--- config.mk ---
export PLATFORM = sky130hd
export DESIGN_NAME = gradient_palette_pixel_mapper
export DESIGN_NICKNAME = d
export VERILOG_FILES = /design/src/rtl/core/gppm_pkg.sv /design/src/rtl/core/gradient_palette_pixel_mapper.sv
export SDC_FILE = /design/constraint.sdc
export NUM_CORES = 1
export LEC_CHECK = 0
export BUFFER_PORTS_ARGS = -buffer_cell sky130_fd_sc_hd__buf_2
export CAP_MARGIN = 10
export CELL_PAD_IN_SITES_DETAIL_PLACEMENT = 1
export CELL_PAD_IN_SITES_GLOBAL_PLACEMENT = 1
export CORE_MARGIN = 2
export CORE_UTILIZATION = 40
export CTS_CLUSTER_DIAMETER = 120
export DETAILED_ROUTE_END_ITERATION = 8
export HOLD_SLACK_MARGIN = 0.03
export PLACE_DENSITY_LB_ADDON = 0.1
export SLEW_MARGIN = 20
export SYNTH_ARGS = -nofsm -noshare
export SYNTH_HDL_FRONTEND = slang
export SYNTH_SLANG_ARGS = --single-unit
--- constraint.sdc ---
create_clock -name clk -period 6.12 [get_ports clk]
set_input_delay 0.306 -clock clk [delete_from_list [all_inputs] [get_ports clk]]
set_output_delay 0.306 -clock clk [all_outputs]
set_load 0.1 [all_outputs]
--- src/rtl/core/gppm_pkg.sv ---
// ---------------------------------------------------------------------------
// Gradient palette pixel mapper package
// Payload types, register indexes, palette constants and the root table.
// ---------------------------------------------------------------------------
package gppm_pkg;

  localparam int PALETTE_ENTRIES = 256;  // 128..256
  localparam int LOW_ENTRIES     = 64;
  localparam int CFG_WIDTH       = 32;

  localparam logic [7:0]  FULL_SCALE_RESET = 8'd63;
  localparam logic [31:0] REGEN_RESET      = 32'd10000;

  // fade: floor(n / FADE_DIV) as (n * FADE_RECIP) >> FADE_SHIFT, exact for 16-bit n
  localparam int FADE_NUM_W   = 16;
  localparam int FADE_DIV     = PALETTE_ENTRIES - LOW_ENTRIES;
  localparam int FADE_SHIFT   = FADE_NUM_W + $clog2(FADE_DIV);
  localparam int FADE_RECIP   = ((2 ** FADE_SHIFT) + FADE_DIV - 1) / FADE_DIV;
  localparam int FADE_RECIP_W = 17;
  localparam int FADE_PROD_W  = FADE_NUM_W + FADE_RECIP_W;

  typedef enum logic [1:0] {
    KIND_PURPLE = 2'd0,
    KIND_GREEN  = 2'd1,
    KIND_AMBER  = 2'd2,
    KIND_FROSTY = 2'd3
  } kind_t;

  typedef enum logic {
    REG_FULL_SCALE     = 1'b0,
    REG_REGEN_INTERVAL = 1'b1
  } reg_idx_t;

  typedef struct packed {
    logic [7:0]  pixel_index;
    logic        first_of_frame;
    logic [31:0] current_time_ms;
    logic        energy_spike;
    logic [1:0]  random_kind;
  } gppm_in_t;

  typedef struct packed {
    logic [7:0] red;
    logic [7:0] green;
    logic [7:0] blue;
    logic       palette_changed;
  } gppm_out_t;

  // floor(8 * sqrt(a)) for a in 0..63
  localparam logic [5:0] ROOT8 [LOW_ENTRIES] = '{
    6'd0,  6'd8,  6'd11, 6'd13, 6'd16, 6'd17, 6'd19, 6'd21,
    6'd22, 6'd24, 6'd25, 6'd26, 6'd27, 6'd28, 6'd29, 6'd30,
    6'd32, 6'd32, 6'd33, 6'd34, 6'd35, 6'd36, 6'd37, 6'd38,
    6'd39, 6'd40, 6'd40, 6'd41, 6'd42, 6'd43, 6'd43, 6'd44,
    6'd45, 6'd45, 6'd46, 6'd47, 6'd48, 6'd48, 6'd49, 6'd49,
    6'd50, 6'd51, 6'd51, 6'd52, 6'd53, 6'd53, 6'd54, 6'd54,
    6'd55, 6'd56, 6'd56, 6'd57, 6'd57, 6'd58, 6'd58, 6'd59,
    6'd59, 6'd60, 6'd60, 6'd61, 6'd61, 6'd62, 6'd62, 6'd63
  };

endpackage

--- src/rtl/core/gradient_palette_pixel_mapper.sv ---
// ---------------------------------------------------------------------------
// Gradient palette pixel mapper
// Maps one pixel intensity per word to red, green and blue from one of four
// computed gradient palettes, switching palette on energy spikes.
// ---------------------------------------------------------------------------
// Takes one pixel word per clock unless the output stalls, and returns one
// color word per pixel, in order. A pixel taken is held in the first stage,
// then its color word in the output register: the first stage makes the
// palette decision and the low-index colors, the second runs the fade divide
// as a reciprocal multiply. Both stages advance together whenever the output
// register is free, so the sustained rate is one pixel per clock; a stalled
// output still lets one more pixel into the first stage. On a pixel flagged
// first_of_frame the palette kind is replaced by random_kind if no kind was
// ever chosen, or if energy_spike is set and more than regen_interval_ms has
// passed (mod 2^32) since the last change; that pixel is already mapped with
// the new kind and flags palette_changed. Write the full-scale color and
// regen interval registers only while the block is idle.
// ---------------------------------------------------------------------------
module gradient_palette_pixel_mapper (
  input  logic                       clk,
  input  logic                       rst,
  input  logic                       in_valid,
  output logic                       in_ready,
  input  gppm_pkg::gppm_in_t         in_data,
  output logic                       out_valid,
  input  logic                       out_ready,
  output gppm_pkg::gppm_out_t        out_data,
  input  logic                       cfg_we,
  input  gppm_pkg::reg_idx_t         cfg_index,
  input  logic [gppm_pkg::CFG_WIDTH-1:0] cfg_data
);
  import gppm_pkg::*;

  // configuration
  logic [7:0]  full_scale;
  logic [31:0] regen_interval_ms;

  // palette selection state
  kind_t       palette_kind;
  logic [31:0] last_change_time;
  logic        chosen;  // a kind was taken at least once

  // handshake
  logic in_fire;
  logic out_free;

  // stage 1 comb
  logic [31:0]           elapsed;
  logic                  change;
  kind_t                 kind_eff;
  logic [5:0]            a_low;
  logic [11:0]           a_sq;
  logic [7:0]            t_lin;
  logic [7:0]            t_sq;
  logic [7:0]            t_rt;
  logic                  is_low;
  logic                  beyond;
  logic [8:0]            span;
  logic [FADE_NUM_W-1:0] fade_num;
  logic [7:0]            r_next;
  logic [7:0]            g_next;
  logic [7:0]            b_next;
  logic                  fade_next;

  // stage 1 registers
  logic                  s1_valid;
  logic [7:0]            s1_red;
  logic [7:0]            s1_green;
  logic [7:0]            s1_blue;
  logic                  s1_fade;
  logic [FADE_NUM_W-1:0] s1_num;
  logic                  s1_changed;

  // stage 2 comb
  logic [FADE_PROD_W-1:0] fade_prod;
  logic [7:0]             fade_q;
  gppm_out_t              out_next;

  assign out_free = !out_valid || out_ready;
  assign in_ready = !s1_valid || out_free;
  assign in_fire  = in_valid && in_ready;

  // ---- palette decision, made against the state before this pixel ----
  assign elapsed = in_data.current_time_ms - last_change_time;
  assign change  = in_data.first_of_frame &&
                   (!chosen || (in_data.energy_spike && (elapsed > regen_interval_ms)));
  assign kind_eff = change ? kind_t'(in_data.random_kind) : palette_kind;

  // ---- the three low-index terms ----
  assign a_low  = in_data.pixel_index[5:0];
  assign a_sq   = 12'(a_low) * 12'(a_low);
  assign t_lin  = {2'b00, a_low};
  assign t_sq   = {2'b00, a_sq[11:6]};
  assign t_rt   = {2'b00, ROOT8[a_low]};
  assign is_low = in_data.pixel_index < 8'(LOW_ENTRIES);
  assign beyond = {1'b0, in_data.pixel_index} >= 9'(PALETTE_ENTRIES);

  // fade numerator; span fits 8 bits whenever the fade is selected
  assign span     = 9'(PALETTE_ENTRIES) - {1'b0, in_data.pixel_index};
  assign fade_num = FADE_NUM_W'(span[7:0]) * FADE_NUM_W'(full_scale);

  always_comb begin
    r_next    = full_scale;
    g_next    = full_scale;
    b_next    = full_scale;
    fade_next = 1'b0;
    if (beyond) begin
      r_next = '0;
      g_next = '0;
      b_next = '0;
    end else if (is_low) begin
      case (kind_eff)
        KIND_PURPLE: begin
          r_next = t_lin; g_next = t_sq;  b_next = t_rt;
        end
        KIND_GREEN: begin
          r_next = t_sq;  g_next = t_rt;  b_next = t_lin;
        end
        KIND_AMBER: begin
          r_next = t_rt;  g_next = t_lin; b_next = t_sq;
        end
        default: begin
          r_next = t_sq;  g_next = t_lin; b_next = t_rt;
        end
      endcase
    end else if (kind_eff == KIND_AMBER) begin
      fade_next = 1'b1;
    end
  end

  // ---- config and palette state ----
  always_ff @(posedge clk) begin
    if (rst) begin
      full_scale        <= FULL_SCALE_RESET;
      regen_interval_ms <= REGEN_RESET;
      palette_kind      <= KIND_PURPLE;
      last_change_time  <= '0;
      chosen            <= 1'b0;
    end else begin
      if (cfg_we) begin
        case (cfg_index)
          REG_FULL_SCALE:     full_scale        <= cfg_data[7:0];
          REG_REGEN_INTERVAL: regen_interval_ms <= cfg_data[31:0];
          default: ;
        endcase
      end
      if (in_fire && change) begin
        palette_kind     <= kind_t'(in_data.random_kind);
        last_change_time <= in_data.current_time_ms;
        chosen           <= 1'b1;
      end
    end
  end

  // ---- stage 1 register ----
  always_ff @(posedge clk) begin
    if (rst) begin
      s1_valid <= 1'b0;
    end else if (in_ready) begin
      s1_valid <= in_valid;
    end
  end

  always_ff @(posedge clk) begin
    if (in_fire) begin
      s1_red     <= r_next;
      s1_green   <= g_next;
      s1_blue    <= b_next;
      s1_fade    <= fade_next;
      s1_num     <= fade_num;
      s1_changed <= change;
    end
  end

  // ---- stage 2: fade divide by reciprocal, exact over the numerator range ----
  assign fade_prod = FADE_PROD_W'(s1_num) * FADE_PROD_W'(FADE_RECIP);
  assign fade_q    = fade_prod[FADE_SHIFT+7:FADE_SHIFT];

  always_comb begin
    out_next.red             = s1_fade ? fade_q : s1_red;
    out_next.green           = s1_fade ? fade_q : s1_green;
    out_next.blue            = s1_fade ? fade_q : s1_blue;
    out_next.palette_changed = s1_changed;
  end

  always_ff @(posedge clk) begin
    if (rst) begin
      out_valid <= 1'b0;
    end else if (out_free) begin
      out_valid <= s1_valid;
    end
  end

  always_ff @(posedge clk) begin
    if (out_free && s1_valid) begin
      out_data <= out_next;
    end
  end

endmodule

# Word level (Yosys, flattened, before mapping)

Memories as Yosys holds them, arrays and structs flattened.
Index checks and enable logic that the tools add are counted.

Bits in registers: 144
Bits in read-only memories: 384
Bits of input ports: 82
Output and inout bits: 27
Word-level logic and storage cells: 57
Memories: 1

Memory list:

| name             | depth | bits a word | rd ports | clocked after memory_dff | write ports | RTL line                            | RTL |
|---|---|---|---|---|---|---|---|
| (name not given) | 64    | 6           | 1        | 0                        | 0           | gradient_palette_pixel_mapper.sv:94 | `assign t_rt = {2'b00, ROOT8[a_low]};` |

$add $sub $neg: 2
Multiply operators: 3
Magnitude comparators: 3
Eq/ne operators: 2
Muxes and demuxes: 13
Bitwise gates (word level): 2
Reduce and logical (&&, ||, !) cells: 14

Operator list:

| cell                                                                          | count |
|---|---|
| 8-bit two-way mux                                                             | 6 |
| 6-bit case mux with 2 select lines                                            | 3 |
| 32-bit greater-than comparator                                                | 1 |
| 32-bit subtractor                                                             | 1 |
| 16-bit by 16-bit multiplier with 31-bit output (second input constant)        | 1 |
| 8-bit by 8-bit multiplier with 16-bit output                                  | 1 |
| 6-bit by 6-bit multiplier with 12-bit output                                  | 1 |
| 6-bit two-way mux                                                             | 2 |
| 8-bit by 7-bit less-than comparator with 1-bit output (second input constant) | 1 |
| 1-bit by 8-bit subtractor with 8-bit output (first input constant)            | 1 |
| 7-bit >= comparator (second input constant)                                   | 1 |
| 6-bit NOT with 7-bit output                                                   | 1 |
| 1-bit logical AND                                                             | 5 |
| 2-bit AND reduction                                                           | 2 |
| 1-bit logical NOT                                                             | 3 |
| 1-bit logical OR                                                              | 3 |
| 2-bit by 1-bit equality test with 1-bit output (second input constant)        | 1 |
| 2-bit equality test (second input constant)                                   | 1 |
| 2-bit logical NOT                                                             | 1 |
| 2-bit two-way mux                                                             | 1 |
| 1-bit two-way mux                                                             | 1 |
| 1-bit NOT                                                                     | 1 |

# Longest topological paths before layout

Gate-level depths: netlist of the first run.

Word-level depth: 9
Mapped depth: 27
Mapped depth without buffers: 25

# Least setup slack after synthesis of the first run

Ideal clock, no wire load.

Kind: input-to-reg
From: in in_data[3] (netlist name)
To: reg s1_blue[4], data pin
Setup time: 0.268 ns
Arrival time: 5.415 ns
Data required time: 5.852 ns
Path slack: 0.437 ns
Stages: 27
Path buffers: 2
Cell sequence: inv_1 > ha_1 > inv_1 > fa_1 > a211oi_1 > nor2_1 > o221ai_1 > o21ai_0 > a21o_1 > a41o_1 > o31ai_1 > xnor2_1 > ha_1 > a21o_1 > a21o_1 > a221o_1 > a2111o_1 > a22oi_4 > mux2i_1 > buf_6 > inv_2 > ha_1 > clkbuf_1 > a22oi_1 > nor2_1 > a21oi_1 > o21ai_0

Cells in the longest elaborated chain, start to end: 9
Elaborated cells on any way between the ends: 10
Those cells by class: add/sub: 1; order compare: 1; eq/ne: 2; mux: 3; reduce/logical: 3

Ends and longest elaborated chain:

| what                                                                                         | RTL line                             | RTL |
|---|---|---|
| from (decl)                                                                                  | gradient_palette_pixel_mapper.sv:24  | `input gppm_pkg::gppm_in_t in_data,` |
| 32-bit subtractor *                                                                          | gradient_palette_pixel_mapper.sv:84  | `assign elapsed = in_data.current_time_ms - last_change_time;` |
| 32-bit greater-than comparator *                                                             | gradient_palette_pixel_mapper.sv:86  | `(!chosen \|\| (in_data.energy_spike && (elapsed > regen_interval_ms)));` |
| 1-bit logical AND *                                                                          | gradient_palette_pixel_mapper.sv:86  |  |
| 1-bit logical OR *                                                                           | gradient_palette_pixel_mapper.sv:86  |  |
| 1-bit logical AND *                                                                          | gradient_palette_pixel_mapper.sv:85  | `assign change = in_data.first_of_frame &&` |
| 2-bit two-way mux *                                                                          | gradient_palette_pixel_mapper.sv:87  | `assign kind_eff = change ? kind_t'(in_data.random_kind) : palette_kind;` |
| 2-bit equality test / 2-bit by 1-bit equality test with 1-bit output (equally long branches) | gradient_palette_pixel_mapper.sv:112 | `case (kind_eff)` |
| 6-bit case mux with 2 select lines *                                                         | gradient_palette_pixel_mapper.sv:112 |  |
| 8-bit two-way mux *                                                                          | gradient_palette_pixel_mapper.sv:111 | `end else if (is_low) begin` |
| net b_next[4]                                                                                | gradient_palette_pixel_mapper.sv:62  | `logic [7:0] b_next;` |
| to (signal assigned)                                                                         | gradient_palette_pixel_mapper.sv:168 | `s1_blue <= b_next;` |
| to (decl)                                                                                    | gradient_palette_pixel_mapper.sv:69  | `logic [7:0] s1_blue;` |

The timed path passes the listed nets; every way through them passes the cells marked *.
A chain may end at the register's enable or synchronous reset.

# Final worst setup path of the first run

From: reg s1_num[3]
To: reg out_data[24] (netlist name), data pin

Cells in the longest elaborated chain, start to end: 2

Ends and longest elaborated chain:

| what                                           | RTL line                             | RTL |
|---|---|---|
| from (decl)                                    | gradient_palette_pixel_mapper.sv:71  | `logic [FADE_NUM_W-1:0] s1_num;` |
| from (signal assigned)                         | gradient_palette_pixel_mapper.sv:170 | `s1_num <= fade_num;` |
| 16-bit by 16-bit multiplier with 31-bit output | gradient_palette_pixel_mapper.sv:176 | `assign fade_prod = FADE_PROD_W'(s1_num) * FADE_PROD_W'(FADE_RECIP);` |
| 8-bit two-way mux                              | gradient_palette_pixel_mapper.sv:180 | `out_next.red = s1_fade ? fade_q : s1_red;` |
| to (signal assigned)                           | gradient_palette_pixel_mapper.sv:196 | `out_data <= out_next;` |
| to (decl)                                      | gradient_palette_pixel_mapper.sv:27  | `output gppm_pkg::gppm_out_t out_data,` |

Every way passes these cells.

==> impl_metrics.py, run 1 <==
metrics = {
    "yosys": {
        "synth_edf_count": 59,
        "ys_warn_count": 0,
        "synth_compound_area_frac": 0.122,
        "synthSimpleGateAreaFrac": 0.135,
        "synth_top_family_by_area": "adder cells",
        "ys.flop_type": "dfxtp_1",
        "synth_fa_ha_area_frac": 0.367,
        "synth_area_um2": 15200,
        "synth-seq-cells": 136,
        "synthXorXnorAreaFrac": 0.0339,
        "seq_area_frac_synth": 0.218,
        "synthMuxAreaShare": 0.0337,
        "netlist_instances": 1696,
        "syn_area_per_cell_um2": 8.98,
        "synthArstFlopShare": 0,
        "ys_types": 69,
        "syn-num-nets": 2148,
    },
    "timing": {
        "setup_tns_ps": 0,
        "fin_crit_sh": 0.963,
        "worst_slack_ps": 229,
        "tightest_slew_ps": 919,
        "skew_ps": 12.0,
        "finalHoldViolCount": 0,
        "min_period_ps": 5890,
        "finalMaxSlewViolations": 0,
        "max_freq_ghz": 0.170,
        "finalSetupViolCount": 0,
        "slew_headroom": 0.379,
    },
    "floorplan": {
        "die_area_um2": 39600,
        "start_util": 0.405,
        "die_height_um": 199,
        "core_area_um2": 37600,
        "io_pins": 109,
        "die_w_um": 199,
        "rows": 71,
    },
    "final_layout": {
        "antennaDiodeCount": 0,
        "fin_nets": 2263,
        "multiInputGateArea_um2": 10600,
        "mostFrequentLayoutCells": "inv_1 (293), ha_1 (244), nand2_1 (170)",
        "seqCellArea_um2": 3310,
        "fillers": 4429,
        "final_common_cell": "inv_1",
        "syn2layout_area_growth_pct": 13.3,
        "final_core_util": 0.459,
        "layout-drive-gt1-share": 0.123,
    },
    "detailed_routing": {
        "vias": 12000,
        "remaining_drc_errors": 0,
        "via_per_inst": 5.12,
        "drtIter0Drc": 360,
        "firstDrtPassIters": 5,
        "drtAntennaViolNets": 0,
        "wl_per_cell_um": 17.6,
        "drt_wl_total_um": 41000,
    },
    "cts": {
        "clock_path_buffers": 2,
        "cts_root_buffer": "clkbuf_16",
        "clock_latency_ps": 460,
        "cts_tree": "built",
        "ctsHoldBuffers": 0,
        "cts_max_level": 4,
        "cts_made_buffers": 17,
        "cts.clk_slew.worst_paths_ps": 70,
        "clkSinkCount": 136,
    },
    "worst_setup_path": {
        "crit_arrival_ps": 6190,
        "end_kind": "register",
        "rrSetupSlack_ps": 230,
        "critPathKind": "register to register",
        "crit_fanout": 5,
        "required_ps": 6420,
        "startpoint_type": "register",
    },
    "grt": {
        "overflow": 0,
        "grt_pass1_vias": 12500,
        "grt_max_degree": 78,
        "grt_usage": 0.213,
        "grt_first_pass_wirelength_um": 65700,
        "antenna_found_initial": 0,
    },
    "place": {
        "hpwl_um": 33800,
        "gp_congestion": 0.837,
        "dpl_worst_slack_ps": -8.39,
        "portBuffers": 108,
    },
    "job": {
        "drv_cap": 0,
    },
    "status": {
        "status": "complete, no violations",
    },
    "worst_hold_path": {
        "hp-class": "input pin to register",
    },
}
area by class of cell:
cell class                      instances  area share
Clock buffer                           18      0.0255
Timing Repair Buffer                  155      0.0532
Clock inverter                         14      0.0118
Multi-Input combinational cell       1205       0.616
Inverter                              296      0.0644
Tap cell                              511      0.0371
Sequential cell                       136       0.192
repair_timing:
action / CTS / global route
setup endpoints to repair: 4 / 30
resized for setup: 2 / 14
hold endpoints to repair: 0 / 0
pin swaps: 0 / 3
setup buffers: 0 / 10
synth_stat cells, types with 6 or more instances:
| library cell | count | share of area |
|---|---|---|
| o21bai_1 | 7 | 0.0035 |
| edfxtp_1 | 59 | 0.12 |
| clkbuf_1 | 46 | 0.011 |
| nand2_1 | 170 | 0.042 |
| a211oi_1 | 13 | 0.0064 |
| nand3_1 | 24 | 0.0079 |
| nand2b_1 | 7 | 0.0029 |
| nand4_1 | 14 | 0.0058 |
| nor4_1 | 6 | 0.0025 |
| a22oi_1 | 7 | 0.0035 |
| a22o_1 | 10 | 0.0058 |
| o21a_1 | 8 | 0.0039 |
| nor3_1 | 23 | 0.0076 |
| ha_1 | 244 | 0.20 |
| o211ai_1 | 6 | 0.0030 |
| xnor2_1 | 42 | 0.024 |
| nor2_1 | 100 | 0.025 |
| mux2i_1 | 40 | 0.026 |
| inv_1 | 293 | 0.072 |
| a21o_1 | 21 | 0.010 |
| mux2_2 | 6 | 0.0044 |
| fa_1 | 126 | 0.17 |
| nand3b_1 | 15 | 0.0074 |
| a21oi_1 | 107 | 0.035 |
| or3_1 | 8 | 0.0033 |
| xor2_1 | 17 | 0.0098 |
| a31oi_1 | 6 | 0.0025 |
| o21ai_0 | 48 | 0.016 |
| or2_2 | 6 | 0.0025 |
| dfxtp_1 | 77 | 0.10 |
| and2_1 | 42 | 0.017 |
| nor2b_1 | 13 | 0.0053 |
worst max-delay path, stage by stage (launching register included):
cell	delay [ps]
edfxtp_1	460
ha_1	360
inv_1	60
fa_1	490
inv_1	70
fa_1	540
fa_1	520
fa_1	530
fa_1	500
ha_1	370
a21oi_1	220
nor2_1	100
o32ai_2	320
o2111ai_2	230
nand2_1	170
o2111ai_2	180
or4_1	500
nand3_1	110
registers in the layout (all words and copies together), names as in the netlist:
signal / count
s1_valid: 1
regen_interval_ms: 32
s1_changed: 1
last_change_time: 32
full_scale: 8
chosen: 1
palette_kind: 2
s1_fade: 1
out_valid: 1
s1_blue: 8
s1_green: 6
s1_red: 6
s1_num: 16
out_data: 21
logic make-up (layout without fill, tap and decap cells):
kind of cell             after synthesis  count (layout)
buffers and inverters                355             483
AND/OR/NAND/NOR                      440             440
multiplexers                          48              48
flip-flops                           136             136
AO/OA/AOI/OAI                        287             287
adder cells (fa/ha/maj)              371             371
XOR/XNOR                              59              59
final timing paths:
kind / start / cells past startpoint / endpoint
setup / recovery: s1_num[3]$_DFFE_PP_ / 17 / out_data[24]$_DFFE_PP_
hold / removal: cfg_data[9] / 3 / regen_interval_ms[9]$_SDFFE_PP1P_
setup reg to reg: s1_num[3]$_DFFE_PP_ / 17 / out_data[24]$_DFFE_PP_
hold reg to reg: s1_changed$_DFFE_PP_ / 0 / out_data[0]$_DFFE_PP_
layer usage:
metal	routed length (µm)	share of wire	global-route usage	vias up
li1	-	-	-	5892
met1	19300	0.47	0.285	5927
met2	20500	0.50	0.370	110
met3	698	0.017	0.0216	29
met4	510	0.012	0.0514	0
met5	0	0	0	-
metrics by stage:
stage / std cells / hold slack, ps / area [µm²]
floorplan: 1696 / 400 / 15200
global placement: 2293 / 405 / 16500
detailed placement: 2293 / 419 / 16500
CTS: 2325 / 41.0 / 17100
global route: 2335 / 75.6 / 17300
finish: 2335 / 57.5 / 17300
Power of run 1 is left out: the tool's default activity adds up to more than one toggle a clock period on the data nets, which glitch-free logic cannot reach.
==> run 2, diff against run 1 <==
--- a/config.mk
+++ b/config.mk
@@ -14,7 +14,7 @@
 export CTS_CLUSTER_DIAMETER = 120
 export DETAILED_ROUTE_END_ITERATION = 8
 export HOLD_SLACK_MARGIN = 0.03
-export PLACE_DENSITY_LB_ADDON = 0.1
+export PLACE_DENSITY = 0.68
 export SLEW_MARGIN = 20
 export SYNTH_ARGS = -nofsm -noshare
 export SYNTH_HDL_FRONTEND = slang
==> run 2 against run 1 <==
  * Final cell count shrank 0.21%
  * Final area shrank 0.54%
  * Die area did not move
  * Sequential share of layout area up 0.10 points
  * Setup slack better by 27 ps
  * Register-to-register slack better by 30 ps
  * Non-clock buffer count decreased by 3
  * Routed wire length is 1.5% lower
==> impl_metrics.py, run 2 (synthesized netlist as in run 1, its figures left out) <==
metrics = {
    "status": {
        "status": "complete, no violations",
    },
    "detailed_routing": {
        "firstDrtPassIters": 4,
        "wl_per_cell_um": 17.3,
        "drt_wl_total_um": 40400,
        "drtIter0Drc": 421,
        "vias": 11900,
        "remaining_drc_errors": 0,
        "via_per_inst": 5.11,
        "drtAntennaViolNets": 0,
    },
    "floorplan": {
        "die_height_um": 199,
        "core_area_um2": 37600,
        "rows": 71,
        "start_util": 0.405,
        "die_w_um": 199,
        "io_pins": 109,
        "die_area_um2": 39600,
    },
    "timing": {
        "max_freq_ghz": 0.171,
        "finalSetupViolCount": 0,
        "tightest_slew_ps": 846,
        "finalHoldViolCount": 0,
        "fin_crit_sh": 0.958,
        "setup_tns_ps": 0,
        "skew_ps": 10.4,
        "slew_headroom": 0.429,
        "finalMaxSlewViolations": 0,
        "worst_slack_ps": 256,
        "min_period_ps": 5860,
    },
    "cts": {
        "cts_made_buffers": 17,
        "clock_latency_ps": 440,
        "cts_root_buffer": "clkbuf_16",
        "cts_tree": "built",
        "clkSinkCount": 136,
        "clock_path_buffers": 2,
        "cts.clk_slew.worst_paths_ps": 60,
        "cts_max_level": 4,
        "ctsHoldBuffers": 0,
    },
    "final_layout": {
        "design_area_um2": 17200,
        "syn2layout_area_growth_pct": 12.7,
        "antennaDiodeCount": 0,
        "mostFrequentLayoutCells": "inv_1 (293), ha_1 (242), nand2_1 (170)",
        "final_cells": 2330,
        "fin_nets": 2260,
        "layout-drive-gt1-share": 0.121,
        "final_common_cell": "inv_1",
        "reg_top3": "last_change_time: 32 flops, regen_interval_ms: 32 flops, out_data: 21 flops",
    },
    "worst_setup_path": {
        "crit_path_top_delay_cell": "nor4_1",
        "rr_endpoint": "s1_blue[1]$_DFFE_PP_",
        "critPathKind": "register to register",
        "path_common_cell": "ha_1",
        "worstReg2RegStart": "last_change_time[9]$_SDFFE_PP0P_",
        "reg2reg_depth": 24,
        "end_kind": "register",
        "crit_cells": 24,
        "crit_family": "simple AND/OR/NAND/NOR gates",
        "required_ps": 6270,
        "critPathLaunch": "last_change_time[9]$_SDFFE_PP0P_",
        "cp_slowest_stage_delay_ps": 470,
        "crit_buf_inv": 3,
        "crit_arrival_ps": 6020,
        "startpoint_type": "register",
        "crit_chain": "inv_1, ha_1, and3_1, nand2_1, or3_1, o21a_1, o211a_1, nor4_1, or3_1, nand3_1, ha_1, nand4_1, nor4bb_2, a31oi_1, and2_1, a22oi_4, mux2i_4, inv_2, ha_1, buf_4, a22oi_1, nor2_1, a21oi_1, o21ai_0",
        "rrSetupSlack_ps": 260,
        "crit_fanout": 11,
        "endpoint": "s1_blue[1]$_DFFE_PP_",
    },
    "grt": {
        "overflow": 0,
        "grt_first_pass_wirelength_um": 65000,
        "grt_pass1_vias": 12500,
        "grt_usage": 0.210,
        "antenna_found_initial": 0,
        "grt_max_degree": 78,
    },
    "worst_hold_path": {
        "hold_depth": 3,
        "hp-class": "input pin to register",
        "hold_start": "cfg_data[9]",
    },
    "job": {
        "drv_cap": 0,
    },
    "place": {
        "gp_congestion": 0.836,
        "hpwl_um": 33500,
        "portBuffers": 108,
        "dpl_worst_slack_ps": -96.1,
        "dpl.cell_count": 2292,
        "place_area_um2": 16400,
    },
}
-- run 2: worst reg2reg max path: stages, from the launching register on --
cell	delay, ps
dfxtp_1	320
inv_1	40
ha_1	390
and3_1	210
nand2_1	50
or3_1	350
o21a_1	220
o211a_1	310
nor4_1	470
or3_1	180
nand3_1	80
ha_1	300
nand4_1	190
nor4bb_2	380
a31oi_1	190
and2_1	220
a22oi_4	330
mux2i_4	360
inv_2	50
ha_1	240
buf_4	200
a22oi_1	200
nor2_1	70
a21oi_1	110
o21ai_0	100
-- run 2: metal layers --
layer | wire [µm] | global-route usage
met2 | 20400 | 0.366
met4 | 517 | 0.0539
met3 | 726 | 0.0226
met1 | 18700 | 0.277
met5 | 0 | 0
-- run 2: through the flow --
step / util / hold WS [ps]
floorplan: - / 400
global placement: 0.437 / 409
detailed placement: 0.437 / 415
CTS: 0.453 / 49.2
global route: 0.457 / 85.4
finish: 0.457 / 75.4
-- run 2: how the worst min path moves through the flow --
stage | to | slack [ps]
finish | regen_interval_ms[9]$_SDFFE_PP1P_ | 80
global route | regen_interval_ms[10]$_SDFFE_PP1P_ | 90
CTS | regen_interval_ms[9]$_SDFFE_PP1P_ | 50
detailed placement | out_data[0]$_DFFE_PP_ | 420
global placement | out_data[0]$_DFFE_PP_ | 410
floorplan | out_data[0]$_DFFE_PP_ | 400
-- run 2: area by class of cell --
| cell class | instances | area [µm²] |
|---|---|---|
| clock buffers | 26 | 557 |
| clock inverters | 4 | 27.5 |
| fillers | 4432 | 20400 |
| inverters | 296 | 1110 |
| multi-input cells | 1205 | 10600 |
| flip-flops and latches | 136 | 3310 |
| well taps | 511 | 639 |
| repair buffers | 152 | 871 |
-- run 2: repair_timing --
item	CTS	global route
pin swaps	0	2
gates resized for setup	2	16
setup endpoints to repair	6	32
buffers inserted	0	8
Power of run 2 is left out for the same reason.
==> run 3, diff against run 2 <==
--- a/config.mk
+++ b/config.mk
@@ -14,7 +14,7 @@
 export CTS_CLUSTER_DIAMETER = 120
 export DETAILED_ROUTE_END_ITERATION = 8
 export HOLD_SLACK_MARGIN = 0.03
-export PLACE_DENSITY = 0.68
+export PLACE_DENSITY = 0.69
 export SLEW_MARGIN = 20
 export SYNTH_ARGS = -nofsm -noshare
 export SYNTH_HDL_FRONTEND = slang
==> run 3 against run 2 <==
  * Worst hold slack better by 2.3 ps
  * Final area up 0.48%
  * Setup slack improved by 5.6 ps
  * Critical path type unchanged
  * Critical endpoint is now out_data[24]$_DFFE_PP_
  * Highest routed layer unchanged
==> impl_metrics.py, run 3 (synthesized netlist as in run 1, its figures left out) <==
metrics = {
    "status": {
        "status": "complete, no violations",
    },
    "detailed_routing": {
        "firstDrtPassIters": 4,
        "drt_wl_total_um": 40700,
        "remaining_drc_errors": 0,
        "via_per_inst": 5.14,
        "wl_per_cell_um": 17.4,
        "vias": 12000,
        "drtIter0Drc": 364,
        "drtAntennaViolNets": 0,
    },
    "final_layout": {
        "final_common_cell": "inv_1",
        "reg_top3": "last_change_time: 32 flops, regen_interval_ms: 32 flops, out_data: 21 flops",
        "antennaDiodeCount": 0,
        "fin_nets": 2263,
        "layout-drive-gt1-share": 0.124,
        "mostFrequentLayoutCells": "inv_1 (293), ha_1 (242), nand2_1 (170)",
        "syn2layout_area_growth_pct": 13.3,
    },
    "floorplan": {
        "io_pins": 109,
        "die_height_um": 199,
        "rows": 71,
        "start_util": 0.405,
        "die_area_um2": 39600,
        "die_w_um": 199,
        "core_area_um2": 37600,
    },
    "worst_setup_path": {
        "crit_chain": "ha_1, inv_1, fa_1, inv_1, fa_1, fa_1, fa_1, fa_1, ha_1, a21oi_2, nor2_1, o32ai_2, o2111ai_2, nand2_1, o2111ai_2, or4_1, nand3_1",
        "endpoint": "out_data[24]$_DFFE_PP_",
        "cp_slowest_stage_delay_ps": 540,
        "end_kind": "register",
        "reg2reg_depth": 17,
        "critPathKind": "register to register",
        "rrSetupSlack_ps": 260,
        "required_ps": 6400,
        "crit_fanout": 5,
        "crit_arrival_ps": 6140,
        "crit_path_top_delay_cell": "fa_1",
        "worstReg2RegStart": "s1_num[2]$_DFFE_PP_",
        "critPathLaunch": "s1_num[2]$_DFFE_PP_",
        "startpoint_type": "register",
        "path_common_cell": "fa_1",
        "rr_endpoint": "out_data[24]$_DFFE_PP_",
    },
    "cts": {
        "cts_max_level": 4,
        "clock_path_buffers": 2,
        "clkSinkCount": 136,
        "clock_latency_ps": 440,
        "cts_tree": "built",
        "ctsHoldBuffers": 0,
        "cts_root_buffer": "clkbuf_16",
        "cts_made_buffers": 17,
        "cts.clk_slew.worst_paths_ps": 60,
    },
    "place": {
        "portBuffers": 108,
        "gp_congestion": 0.862,
        "hpwl_um": 33600,
    },
    "timing": {
        "finalMaxSlewViolations": 0,
        "slew_headroom": 0.454,
        "tightest_slew_ps": 808,
        "finalHoldViolCount": 0,
        "fin_crit_sh": 0.957,
        "max_freq_ghz": 0.171,
        "rsz0062_at_grt": "yes",
        "skew_ps": 11.5,
        "setup_tns_ps": 0,
        "finalSetupViolCount": 0,
        "min_period_ps": 5860,
    },
    "grt": {
        "grt_max_degree": 78,
        "grt_first_pass_wirelength_um": 65900,
        "grt_pass1_vias": 12800,
        "overflow": 0,
        "grt_usage": 0.212,
        "antenna_found_initial": 0,
    },
    "worst_hold_path": {
        "hp-class": "input pin to register",
    },
    "job": {
        "drv_cap": 0,
    },
}
[run 3: cell count changes in the layout (fill, tap and decap cells not counted), moves of 2 or more]
| cell | change |
|---|---|
| bufinv_16 | +2 |
| buf_12 | +2 |
| mux2i_4 | -2 |
| clkinv_4 | +3 |
| clkbuf_8 | -2 |
[run 3: critical path, delay by kind of cell, from the launching register on]
family / cells / cell delay (ps)
compound gates: 4 / 910
fa+ha+maj: 7 / 3310
buf+inv: 2 / 140
flops: 1 / 470
simple gates: 4 / 870
[run 3: layout make-up]
type / count / area [µm²]
Clock inverter: 8 / 106
Fill cell: 4488 / 20300
Multi-Input combinational cell: 1205 / 10700
Clock buffer: 24 / 505
Tap cell: 511 / 639
Sequential cell: 136 / 3310
Timing Repair Buffer: 155 / 918
Inverter: 296 / 1110
[run 3: worst min-delay path by stage]
| stage | from | endpoint | cells after the start |
|---|---|---|---|
| after CTS | cfg_data[9] | regen_interval_ms[9]$_SDFFE_PP1P_ | 3 |
| after global routing | cfg_data[9] | regen_interval_ms[9]$_SDFFE_PP1P_ | 3 |
| after global placement | s1_changed$_DFFE_PP_ | out_data[0]$_DFFE_PP_ | 0 |
| final | cfg_data[9] | regen_interval_ms[9]$_SDFFE_PP1P_ | 3 |
| after floorplan | s1_changed$_DFFE_PP_ | out_data[0]$_DFFE_PP_ | 0 |
| after detailed placement | s1_changed$_DFFE_PP_ | out_data[0]$_DFFE_PP_ | 0 |
[run 3: metal layers]
layer	vias up	share of wire	track usage	wire length (µm)
met4	0	0.019	0.0622	764
met3	40	0.017	0.0197	706
li1	5892	-	-	-
met1	5952	0.45	0.271	18500
met2	122	0.51	0.379	20800
met5	-	0	0	0
[run 3: repair_timing]
action                                  4_1_cts  5_1_grt
pin swaps                                     0        3
endpoints found under the hold margin         0        0
gates resized for setup                       1       19
endpoints found under the setup margin        3       33
buffers inserted                              0       11
gates cloned                                  0        0
[run 3: metrics by stage]
stage               worst slack (ps)  cells  instance area, µm²   util  hold slack (ps)
detailed placement             -37.3   2292               16400  0.438              415
global placement                52.1   2292               16400  0.438              411
finish                           262   2335               17200  0.459             77.8
global route                   -7.76   2335               17200  0.459             80.3
floorplan                        437   1696               15200      -              400
CTS                            0.409   2324               17100  0.454             55.3
Power of run 3 is left out for the same reason.
